`src/rtl/sarm_pkg.sv`:
```
package sarm_pkg;

  localparam int AngleWidth  = 16;
  localparam int OutFracBits = 14;
  localparam int AngleFrac   = AngleWidth - 3;
  localparam int RootFrac    = 30;
  localparam int RootWidth   = 35;
  localparam int OutWidth    = OutFracBits + 2;
  localparam int NumLanes    = 9;

  localparam int MagWidth  = AngleWidth;
  localparam int SqWidth   = 2 * AngleWidth - 1;
  localparam int SumWidth  = 2 * AngleWidth;
  localparam int RemWidth  = 2 * RootWidth;
  localparam int RadShift  = 2 * RootFrac - 2 * AngleFrac;
  localparam int DenWidth  = SumWidth + RootWidth;
  localparam int DivWidth  = DenWidth + AngleFrac;
  localparam int PdWidth   = SqWidth + RootWidth;
  localparam int PpWidth   = 2 * MagWidth;
  localparam int PkWidth   = MagWidth + SumWidth;
  localparam int T1Width   = PkWidth + RootFrac;
  localparam int T2Width   = PpWidth + RootWidth + AngleFrac;
  localparam int NumWidth  = ((T1Width > T2Width) ? T1Width : T2Width) + 1;
  localparam int XWidth    = NumWidth + OutFracBits + 2;

  localparam logic [OutWidth-1:0] OneOut = OutWidth'(1) << OutFracBits;

  // signs, magnitudes, squares, sum and zero flag carried alongside the root cells
  typedef struct packed {
    logic [2:0]               neg;
    logic [2:0][MagWidth-1:0] mag;
    logic [2:0][SqWidth-1:0]  sq;
    logic [SumWidth-1:0]      sum;
    logic                     zero;
  } side_t;

  typedef struct packed {
    logic                   neg;
    logic [XWidth-1:0]      x;
    logic [XWidth-1:0]      d2;
    logic [OutFracBits:0]   q;
  } lane_t;

  typedef struct packed {
    logic                       zero;
    lane_t [NumLanes-1:0]       lane;
  } divs_t;

endpackage

```
`src/rtl/sarm_sqrt_cell.sv`:
```
module sarm_sqrt_cell #(
  parameter int unsigned Bit = 0
) (
  input  logic                                clk_i,
  input  logic                                rst_ni,
  input  logic                                valid_i,
  output logic                                ready_o,
  input  logic [sarm_pkg::RemWidth-1:0]       rem_i,
  input  logic [sarm_pkg::RootWidth-1:0]      root_i,
  input  sarm_pkg::side_t                     side_i,
  output logic                                valid_o,
  input  logic                                ready_i,
  output logic [sarm_pkg::RemWidth-1:0]       rem_o,
  output logic [sarm_pkg::RootWidth-1:0]      root_o,
  output sarm_pkg::side_t                     side_o
);

  localparam int RemW  = sarm_pkg::RemWidth;
  localparam int RootW = sarm_pkg::RootWidth;

  logic            valid_q;
  logic [RemW-1:0] trial;
  logic [RemW-1:0] rem_d, rem_q;
  logic [RootW-1:0] root_d, root_q;
  sarm_pkg::side_t side_q;

  // (root + 2^b)^2 - root^2
  always_comb begin
    trial = (RemW'(root_i) << (Bit + 1)) | (RemW'(1) << (2 * Bit));
    if (rem_i >= trial) begin
      rem_d  = rem_i - trial;
      root_d = root_i | (RootW'(1) << Bit);
    end else begin
      rem_d  = rem_i;
      root_d = root_i;
    end
  end

  assign ready_o = !valid_q || ready_i;

  always_ff @(posedge clk_i or negedge rst_ni) begin
    if (!rst_ni) begin
      valid_q <= 1'b0;
    end else if (ready_o) begin
      valid_q <= valid_i;
    end
  end

  always_ff @(posedge clk_i) begin
    if (ready_o && valid_i) begin
      rem_q  <= rem_d;
      root_q <= root_d;
      side_q <= side_i;
    end
  end

  assign valid_o = valid_q;
  assign rem_o   = rem_q;
  assign root_o  = root_q;
  assign side_o  = side_q;

endmodule

```
`config.mk`:
```
export PLATFORM = sky130hd
export DESIGN_NAME = sarm_sqrt_cell
export DESIGN_NICKNAME = d
export VERILOG_FILES = /design/src/rtl/sarm_pkg.sv /design/src/rtl/sarm_sqrt_cell.sv
export SDC_FILE = /design/constraint.sdc
export NUM_CORES = 1
export LEC_CHECK = 0
export BUFFER_PORTS_ARGS = -buffer_cell sky130_fd_sc_hd__clkbuf_2
export CORE_UTILIZATION = 25
export CTS_CLUSTER_DIAMETER = 40
export DETAILED_ROUTE_END_ITERATION = 8
export HOLD_SLACK_MARGIN = 0.12
export PLACE_DENSITY = 0.51
export SYNTH_ARGS = -nofsm -noshare
export SYNTH_HDL_FRONTEND = slang
export SYNTH_SLANG_ARGS = --single-unit
```
`constraint.sdc`:
```
create_clock -name clk_i -period 9.99 [get_ports clk_i]
set_input_delay 1.998 -clock clk_i [delete_from_list [all_inputs] [get_ports clk_i]]
set_output_delay 1.998 -clock clk_i [all_outputs]
set_load 0.02 [all_outputs]
```
==> run metrics, run 1 <==
WL final=about 47000 um; max-slew violation count=0; fillers=around 4.7k; layout cell share with drive strength beyond 1=between 40% and 50%; Post-DRT Antenna Nets=0; RePlAce Congestion=0.819; CTS tree=done; synthesized cell area=12100 sq um; Vias=9647; row count=80; Avg Cell Area, Syn=14.0 sq um; Post-synth ARST share=less than 1%; Power Dens Cells=~210 nW/um^2; HPWL after DPL=roughly 38000 um; clock sink total=283; Met2 Wirelength=23200 um; area of the multi-input gates=3270 sq um; min Tclk post-route=5320 ps; peak supply drop=0.110 mV; CTS H-tree depth=2; Synth warnings=0; starting density of the core=approximately a quarter; met1 WL=~18000 um; worst-path fanout max=20; Post-CTS Setup Bufs=0; number of buffers created by CTS=52; Ports=570; Static Leak=0.00745 uW; Iter 0 DRT Violations=546; Layout Skew=14.5 ps; die area=49200 sq um; Synth Instances=between 800 and 900; Layout Area Growth over Synthesis=44.0%; via-per-instance ratio=4.54; final net count=1787; gr usage total=a little under a fifth; sequential-to-total area share from yosys stat=70.3%; Yosys reg bits=283; predominant post-synthesis flop cell=edfxtp_1; dpl ws=4030 ps; fmax=188 MHz; Die Wd=222 um; Syn Nets=1187; Netlist cell types=between 60 and 70; Least-Margin Pin Slew=1160 ps; Arr. time, crit path=roughly 5700 ps; IO Port Bufs=569; first-pass GRT wire length=between 60000 and 70000 um; GRT overflow=0; Util after Layout=36.4%; fin crit share=approximately 53%; hold crit path type=reg -> reg; Rel. slew slack=between 20% and 30%; Hold Violations, Final=0; CP Class=in -> reg; CTS Root Cell=clkbuf_16; pin count of the biggest net entering global routing=165; max-cap viol count=0; core area=about 48000 sq um; vias in the first global route=9699; outcome=completed; total power=3700 uW; CP Launch Type=primary input; cts repair resizes=0; top layer in use=met5; later-pin clock latency in the skew report=580 ps; Setup WS post-layout=4670 ps; FF+latch area=approximately 8500 sq um; crit end category=register; die height=222 um; CTS clock-pin slew for the worst setup and hold paths=50 ps; Post-CTS Hold Fix Bufs=0; Setup-failing EPs final=0; Clock Tree Buf Depth=3; Total Neg Setup Slack=0 ps; routed length on met3=4010 um; EDFF count, synth=282; Avg WL per Cell=22.2 um; RSZ-0062 raised after global routing=no; antenna violations before repair=12; Critical Path RT=10320 ps; 1st-pass router iterations=6; Residual DRC=0
==> area by class of cell <==
type	instances	share of cell area, %
Multi-Input combinational cell	506	18.8
Timing Repair Buffer	573	16.6
Sequential cell	283	48.8
Clock buffer	56	7.69
Antenna cell	1	0.0144
Tap cell	615	4.42
Clock inverter	41	2.59
Inverter	48	1.04
==> cells by family after synthesis <==
family | share of synthesized area (%)
simple gates | 9.98
mux | 0.0932
xor+xnor | 4.99
buf+inv | 2.69
flops | 70.3
compound gates | 8.04
fa+ha+maj | 3.89
==> cell usage in the layout (no fill, tap or decap), drive strengths merged, types with 3 or more instances in the layout <==
master / count
a21o: 13
and3: 5
clkbuf: 625
nand2: 49
or3: 10
a21oi: 77
nand3: 11
nand4: 21
o211ai: 4
or4: 3
nand2b: 10
nor2: 68
nor2b: 5
nor4b: 3
clkinvlp: 4
bufinv: 6
buf: 4
clkinv: 19
o21ai: 40
nor3: 28
ha: 36
o21bai: 3
o21a: 3
inv: 60
a211oi: 5
xor2: 33
nor4: 9
edfxtp: 282
xnor2: 35
==> routing by layer <==
metal  track usage (%)  vias to the layer above
met5                 0                        -
met4              6.74                       18
met3              6.49                       90
met2              31.5                      424
met1              21.8                     4659
li1                  -                     4456
==> metrics by stage <==
stage / hold slack, ps / std cells / area [sq um]
global route: 642 / 2123 / 17400
global placement: 594 / 2025 / 15600
finish: 615 / 2123 / 17400
CTS: 630 / 2122 / 17400
floorplan: 783 / 864 / 12100
detailed placement: 619 / 2025 / 15600
==> synthesized netlist by cell type (all sizes together), types with 3 or more instances <==
| master | number | area share [%] |
|---|---|---|
| ha | 36 | 3.7 |
| nor3 | 28 | 1.2 |
| o21a | 3 | 0.19 |
| or3 | 10 | 0.52 |
| nand2b | 10 | 0.52 |
| o211ai | 4 | 0.25 |
| nor2 | 68 | 2.1 |
| buf | 16 | 0.84 |
| and3 | 5 | 0.26 |
| a21o | 13 | 0.81 |
| edfxtp | 282 | 70 |
| nor4b | 3 | 0.22 |
| clkbuf | 11 | 0.36 |
| nand2 | 49 | 1.5 |
| o21ai | 40 | 1.7 |
| o21bai | 3 | 0.19 |
| inv | 48 | 1.5 |
| xor2 | 33 | 2.5 |
| nor4 | 9 | 0.52 |
| a211oi | 5 | 0.31 |
| a21oi | 77 | 3.2 |
| nor2b | 5 | 0.26 |
| xnor2 | 35 | 2.5 |
| or4 | 3 | 0.19 |
| nand3 | 11 | 0.46 |
| nand4 | 21 | 1.2 |
==> where the power goes <==
part           leakage [uW]  internal, uW  switching [uW]
registers           0.00269          1410            21.6
clock network      0.000874          1140             657
logic               0.00388           159             316
total               0.00745          2710             995
==> flip-flops by register name, summed over array words and instances (netlist names) <==
name / count
rem_o: 70
valid_o: 1
root_o: 35
side_o: 177
==> worst paths after layout <==
check                      cells after the start                start                  end  slack [ps]
setup / recovery                              12           root_i[28]  rem_o[55]$_DFFE_PP_        4670
hold / removal                                 2  valid_o$_DFFE_PN0N_  valid_o$_DFFE_PN0N_         620
setup reg to reg                               3  valid_o$_DFFE_PN0N_  rem_o[30]$_DFFE_PP_        7440
hold reg to reg                                2  valid_o$_DFFE_PN0N_  valid_o$_DFFE_PN0N_         620
max in group asynchronous                      1               rst_ni  valid_o$_DFFE_PN0N_        8730
min in group asynchronous                      1               rst_ni  valid_o$_DFFE_PN0N_        1180
==> critical path, stage by stage <==
cell,delay (ps)
clkbuf_2,130
inv_1,50
ha_1,460
nand4_1,250
or3_1,460
or4_1,540
nor2_1,140
and4bb_1,220
and2_4,230
a2111oi_4,750
and4_4,350
xor2_2,60
Power figures use the tool's default switching activity.
==> inputs of run 2 (changes only) <==
==> constraint.sdc (replaced) <==
create_clock -name clk_i -period 5.57 [get_ports clk_i]
set_input_delay 1.114 -clock clk_i [delete_from_list [all_inputs] [get_ports clk_i]]
set_output_delay 1.114 -clock clk_i [all_outputs]
set_load 0.02 [all_outputs]
==> run 2 against run 1 <==
Net effect: sequential power rose by 79%; total power rose by 72%; global-route usage rose by 0.14 points; via count rose by 0.16%; worst hold slack got worse by 310 ps; first-iteration DRC count rose by 25%; worst setup slack got worse by 3400 ps; cell area fell by 0.41%; non-clock buffer count rose by 13; critical path depth did not move.
==> run metrics, run 2 (synthesized netlist as in run 1, its figures left out) <==
RePlAce Congestion=0.858 (+4.8%); Switch Pwr=1750 uW (+76%); later-pin clock latency in the skew report=560 ps (-20 ps); Crit-path slowest cell=a2111oi_4; CP Class=in -> reg; row count=80 (unchanged); worst reg2reg path endpoint=root_o[22]$_DFFE_PP_; max-slew violation count=0 (unchanged); CTS tree=done; max reg flops=177 (unchanged); die height=222 um (unchanged); Layout Area Growth over Synthesis=43.4%; max incr delay on CP=720 ps (-30 ps); 1st-pass router iterations=5 (-1); via-per-instance ratio=4.54 (about the same); Residual DRC=0 (unchanged); fin crit share=77.7%; cts repair resizes=0 (unchanged); outcome=completed; min Tclk post-route=around 4300 ps; HPWL after DPL=38300 um (+2.2%); CTS H-tree depth=2 (unchanged); RSZ-0062 raised after global routing=no; Arr. time, crit path=4660 ps (-990 ps); peak supply drop=0.235 mV (+110%); Die Wd=222 um (unchanged); number of buffers created by CTS=46 (-12%); Setup-failing EPs final=0 (unchanged); Setup WS post-layout=1240 ps (-3430 ps); max-cap viol count=0 (unchanged); Ports=570 (unchanged); first-pass GRT wire length=67000 um (+0.71%); GRT overflow=0 (unchanged); Hold Violations, Final=0 (unchanged); final net count=1794 (+0.39%); pin count of the biggest net entering global routing=87 (-47%); Post-CTS Hold Fix Bufs=0 (unchanged); fillers=4754 (+0.76%); CP Launch Type=primary input; Vias=9662 (+0.16%); vias in the first global route=9635 (-0.66%); crit end category=register; antenna violations before repair=9 (-3); Critical Path RT=5900 ps (-4420 ps); worst-path fanout max=20 (unchanged); Least-Margin Pin Slew=850 ps (-309 ps); fmax=231 MHz; Sw Ratio=27.4% (+0.51 points); layout cell share with drive strength beyond 1=45.3% (+0.37 points); clock sink total=283 (unchanged); cell total after placement=2038 (+0.64%); hold slack=310 ps (-305 ps); Clock Tree Buf Depth=3 (unchanged); Iter 0 DRT Violations=684 (+25%); clock network fraction of design power=46.3% (-2.3 points); hold crit path type=in -> async; Post-DRT Antenna Nets=0 (unchanged); Rel. slew slack=43.3% (+21 points); FF-to-FF setup slack=3270 ps (-4170 ps); worst flop-to-flop path startpoint=valid_o$_DFFE_PN0N_; Avg WL per Cell=22.2 um (about the same); commonest non-fill, non-tap cell in the layout=clkbuf_2; core area=47700 sq um (unchanged); CTS Root Cell=clkbuf_16; WL final=47200 um (about the same); Static Leak=0.00742 uW (-0.40%); critical path cell sequence=clkbuf_2 > inv_1 > ha_1 > nand4_1 > or3_1 > or4_1 > nor2_1 > and4bb_1 > and2_4 > a2111oi_4 > and4_4 > xor2_2; Comb pwr share=13.6% (+0.8 points); gr usage total=18.8% (+0.14 points); dpl ws=568 ps (-3470 ps); die area=49200 sq um (unchanged); Power Dens Cells=369 nW/um^2 (+73%); Layout Skew=21.9 ps (+7.39 ps); IO Port Bufs=569 (unchanged); CTS clock-pin slew for the worst setup and hold paths=60 ps (about the same); Seq pwr share=40.1% (+1.5 points); Total Neg Setup Slack=0 ps (unchanged); starting density of the core=25.3% (unchanged); most frequent cells in the layout=clkbuf_2, edfxtp_1, a21oi_1, nor2_1; post-route non-filler standard cell count=2126 (+0.14%); Util after Layout=36.3% (-0.15 points); cells on worst reg2reg path=3 (unchanged); P_int=4640 uW (+71%); Post-CTS Setup Bufs=0 (unchanged)
-- run 2: changes by cell type in the layout (fill, tap and decap cells not counted) --
cell	change
inv_16	-1
buf_12	+1
inv_6	-1
clkinv_2	-3
clkinv_4	-3
inv_8	+6
clkinvlp_4	+2
bufinv_16	-1
clkinv_1	-2
clkbuf_16	-6
diode_2	+2
clkbuf_1	-3
buf_4	+12
-- run 2: cell type report --
cell class,count,area (sq um),area share (%)
Clock inverter,38,425,2.46
Clock buffer,47,1180,6.79
Tap cell,615,769,4.44
Sequential cell,283,8490,49.0
Antenna cell,3,7.51,0.0433
Timing Repair Buffer,586,3000,17.3
Inverter,48,180,1.04
Multi-Input combinational cell,506,3270,18.9
-- run 2: critical path, delay by kind of cell --
family | cells | cell delay, ps
buffers and inverters | 2 | 140
adders and majority gates | 1 | 530
xor gates and xnor gates | 1 | 60
and+or+nand+nor | 7 | 2100
AOI/OAI and AO/OA | 1 | 720
-- run 2: layer usage --
metal / part of all wire, % / vias up / wire [um] / global-route usage [%]
met1: 40 / 4698 / 18800 / 22.8
met3: 8.4 / 74 / 3960 / 6.00
met2: 50 / 422 / 23400 / 31.8
met5: 0.089 / - / 42 / 0
li1: - / 4462 / - / -
met4: 2.2 / 6 / 1040 / 5.31
-- run 2: power by group through the flow --
stage	clock (uW)	sequential, uW	combinational, uW
3_3_place_gp	0	2600	871
2_1_floorplan	0	2780	302
5_1_grt	3110	2570	934
6_report	2960	2560	866
4_1_cts	3020	2560	879
3_5_place_dp	0	2600	874
-- run 2: how the worst max path moves through the flow --
stage / endpoint / depth (start not counted) / slack, ps / from
6_report: rem_o[55]$_DFFE_PP_ / 12 / 1240 / root_i[28]
2_1_floorplan: rem_o[0]$_DFFE_PP_ / 2 / 240 / ready_i
3_3_place_gp: rem_o[55]$_DFFE_PP_ / 12 / 680 / root_i[28]
4_1_cts: rem_o[55]$_DFFE_PP_ / 12 / 1190 / root_i[28]
3_5_place_dp: rem_o[55]$_DFFE_PP_ / 12 / 570 / root_i[28]
5_1_grt: rem_o[53]$_DFFE_PP_ / 12 / 1050 / root_i[28]
-- run 2: per-stage QoR --
stage               instance area (sq um)  total power (uW)
floorplan                           12100              3080
global placement                    15700              3470
detailed placement                  15700              3480
CTS                                 17300              6460
global route                        17300              6610
finish                              17300              6380
==> inputs of run 3 (changes only) <==
--- a/config.mk
+++ b/config.mk
@@ -5,12 +5,13 @@
 export SDC_FILE = /design/constraint.sdc
 export NUM_CORES = 1
 export LEC_CHECK = 0
+export ABC_AREA = 1
 export BUFFER_PORTS_ARGS = -buffer_cell sky130_fd_sc_hd__clkbuf_2
 export CORE_UTILIZATION = 25
 export CTS_CLUSTER_DIAMETER = 40
 export DETAILED_ROUTE_END_ITERATION = 8
 export HOLD_SLACK_MARGIN = 0.12
-export PLACE_DENSITY = 0.51
+export PLACE_DENSITY = 0.52
 export SYNTH_ARGS = -nofsm -noshare
 export SYNTH_HDL_FRONTEND = slang
 export SYNTH_SLANG_ARGS = --single-unit
==> constraint.sdc (replaced) <==
create_clock -name clk_i -period 3.6 [get_ports clk_i]
set_input_delay 0.72 -clock clk_i [delete_from_list [all_inputs] [get_ports clk_i]]
set_output_delay 0.72 -clock clk_i [all_outputs]
set_load 0.02 [all_outputs]
==> run 3 against run 2 <==
Net effect: worst hold slack worse by 15 ps; clock-buffer cell count up 7; synthesized cell count up 61%; sequential share of layout area down 5.7 points; critical endpoint is now rem_o[8]$_DFFE_PP_; highest routed layer unchanged.
==> run metrics, run 3 <==
CTS clock-pin slew for the worst setup and hold paths=50 ps (about the same); Synth Instances=1394 (+61%); RePlAce Congestion=0.919 (+7.1%); Setup WS post-layout=935 ps (-307 ps); hold crit path type=in -> reg; most instantiated cells after synthesis=nand2_1, edfxtp_1, inv_1, nor2_1, nand3_1; CTS Root Cell=clkbuf_16; vias in the first global route=12.9k (+34%); Layout Skew=19.3 ps (-2.58 ps); Arr. time, crit path=2990 ps (-1670 ps); cts repair resizes=0 (unchanged); Netlist cell types=34 (-46%); Hold Crit Depth=1; Iter 0 DRT Violations=698 (+2.0%); max-cap viol count=0 (unchanged); Sw Ratio=27.6% (+0.24 points); most frequent cell after synthesis=nand2_1; Avg WL per Cell=23.9 um (+7.7%); RSZ-0062 raised after global routing=no; Least-Margin Pin Slew=728 ps (-122 ps); crit end category=register; die area=56300 sq um (+14%); Rel. slew slack=51.4% (+8.1 points); Static Leak=0.00899 uW (+21%); starting density of the core=25.5% (+0.23 points); Hold Crit Endpoint=side_o[24]$_DFFE_PP_; Die Wd=237 um (+7.0%); Hold Crit Start=side_i[24]; max reg flops=177 (unchanged); critical path depth in cells=12 (unchanged); sequential-to-total area share from yosys stat=61.3% (-9.0 points); first-pass GRT wire length=92500 um (+38%); total power=10700 uW (+68%); Top delay family on crit path=buffers and inverters; IO Port Bufs=569 (unchanged); worst reg2reg path endpoint=side_o[155]$_DFFE_PP_; Clock Tree Buf Depth=3 (unchanged); antenna violations before repair=17 (+8); cells on worst reg2reg path=2 (-1); Layout Area Growth over Synthesis=41.4%; die height=237 um (+7.0%); via-per-instance ratio=4.51 (-0.76%); Syn Nets=1717 (+45%); clock sink total=283 (unchanged); CTS H-tree depth=2 (unchanged); outcome=completed; fmax=375 MHz; Setup-failing EPs final=0 (unchanged); Ports=570 (unchanged); critical path cell sequence=clkbuf_2 > inv_1 > ha_1 > a21oi_1 > nand3_1 > inv_1 > nand3_2 > nand2_2 > nand3_2 > inv_2 > buf_12 > o21ai_0; fin crit share=74.0%; WL final=66300 um (+40%); post-route non-filler standard cell count=2770 (+30%); Switch Pwr=2960 uW (+70%); worst-path fanout max=59 (+200%); Top Usage Layer GRT=met2; commonest non-fill, non-tap cell in the layout=clkbuf_2; Seq pwr share=37.1% (-3.0 points); dpl ws=303 ps (-264 ps); Power Dens Cells=548 nW/um^2 (+49%); cell total after placement=2671 (+31%); predominant post-synthesis flop cell=edfxtp_1; GRT overflow=0 (unchanged); routing usage on met1=27.4% (+4.5 points); met2 usage=41.2% (+9.4 points); synthesized cell area=13800 sq um (+15%); largest cells by area after synthesis=edfxtp_1, nand2_1, inv_1; CP Class=in -> reg; cell taking the most area after synthesis=edfxtp_1; final net count=2353 (+31%); clock network fraction of design power=48.5% (+2.2 points); Hold Violations, Final=0 (unchanged); Comb pwr share=14.5% (+0.9 points); placed instance area=17700 sq um (+13%); FF-to-FF setup slack=1670 ps (-1600 ps); row count=85 (+6.3%); max-slew violation count=0 (unchanged); Yosys reg bits=283 (unchanged); CP Buf/Inv Count=5 (+3); core area=54200 sq um (+14%); number of buffers created by CTS=52 (+13%); pin count of the biggest net entering global routing=77 (-11%); Residual DRC=0 (unchanged); Synth warnings=0 (unchanged); Avg Cell Area, Syn=9.93 sq um (-29%); min Tclk post-route=approximately 2700 ps; top-area cell type share of the netlist area=61.1% (-8.9 points); 1st-pass router iterations=5 (unchanged); CTS tree=done; EDFF count, synth=282 (unchanged); peak supply drop=0.327 mV (+39%); layout cell share with drive strength beyond 1=36.6% (-8.6 points); hold slack=296 ps (-14.9 ps); Vias=12.5k (+29%); Crit-path slowest cell=a21oi_1; most frequent cells in the layout=clkbuf_2, nand2_1, edfxtp_1, inv_1, nor2_1; worst flop-to-flop path startpoint=valid_o$_DFFE_PN0N_; P_int=7770 uW (+68%); Post-synth ARST share=0.353% (unchanged); later-pin clock latency in the skew report=600 ps (+40 ps); gr usage total=23.2% (+4.5 points); Critical Path RT=3930 ps (-1970 ps); final instance area=19600 sq um (+13%); GR Util met3=5.90% (-0.10 points); max incr delay on CP=340 ps (-380 ps); CP Launch Type=primary input; HPWL after DPL=55900 um (+46%); Post-DRT Antenna Nets=0 (unchanged)
==> run 3: changes by cell type after synthesis, sizes merged, moves of 9 or more <==
cell    previous run  this run
xor2              33         5
a21o              13         0
clkbuf            11         2
nand3             11        64
nand3b             2        11
nor2              68       143
o21ai             40        51
inv               48       213
nand2b            10         0
nor4               9         0
or3               10         0
nand2             49       422
xnor2             35        24
nor3              28        18
==> run 3: power groups by stage <==
stage	Clock, uW	Sequential, uW	Combinational [uW]
final	5210	3980	1550
after global routing	5470	4000	1680
after CTS	5330	3980	1580
after detailed placement	0	4040	1570
after global placement	0	4040	1570
after floorplan	0	4300	568
==> run 3: final cells by class <==
cell class,count,area [sq um]
Antenna cell,3,7.51
Clock buffer,54,1310
Clock inverter,41,541
Fill cell,5618,34700
Inverter,213,807
Multi-Input combinational cell,887,4470
Sequential cell,283,8490
Tap cell,696,871
Timing Repair Buffer,593,3090
==> run 3: logic make-up after synthesis <==
| group | after synthesis | share of synthesized area (%) |
|---|---|---|
| AND/OR/NAND/NOR | 690 | 21.1 |
| AO/OA/AOI/OAI | 131 | 5.88 |
| flip-flops | 283 | 61.3 |
| adder cells (fa/ha/maj) | 37 | 3.40 |
| buffers and inverters | 224 | 6.50 |
| XOR/XNOR | 29 | 1.83 |
==> run 3: per-layer routing <==
| layer | vias up | wire length [um] |
|---|---|---|
| met4 | 20 | 1930 |
| met2 | 420 | 33300 |
| met1 | 6052 | 26500 |
| met3 | 95 | 4410 |
| met5 | - | 141 |
| li1 | 5906 | - |
==> run 3: worst register-to-register path, cell delays in order, from the launching register on <==
cell	delay, ps
dfrtp_1	420
a21oi_4	610
buf_4	530
==> run 3: worst max-delay path by stage <==
stage | slack, ps | start | to
6_report | 940 | root_i[20] | rem_o[8]$_DFFE_PP_
5_1_grt | 840 | root_i[22] | rem_o[68]$_DFFE_PP_
4_1_cts | 930 | root_i[20] | rem_o[8]$_DFFE_PP_
3_5_place_dp | 300 | root_i[20] | rem_o[8]$_DFFE_PP_
3_3_place_gp | 330 | root_i[20] | rem_o[9]$_DFFE_PP_
2_1_floorplan | -2190 | ready_i | rem_o[0]$_DFFE_PP_
==> run 3: repair_timing <==
action                    CTS  global route
hold buffers                1             0
hold endpoints to repair    1             0
setup buffers               0             0
==> run 3: per-stage QoR <==
stage	util [%]	TNS [ps]
floorplan	-	-618570
global placement	32.7	0
detailed placement	32.7	0
CTS	36.1	0
global route	36.1	0
finish	36.1	0
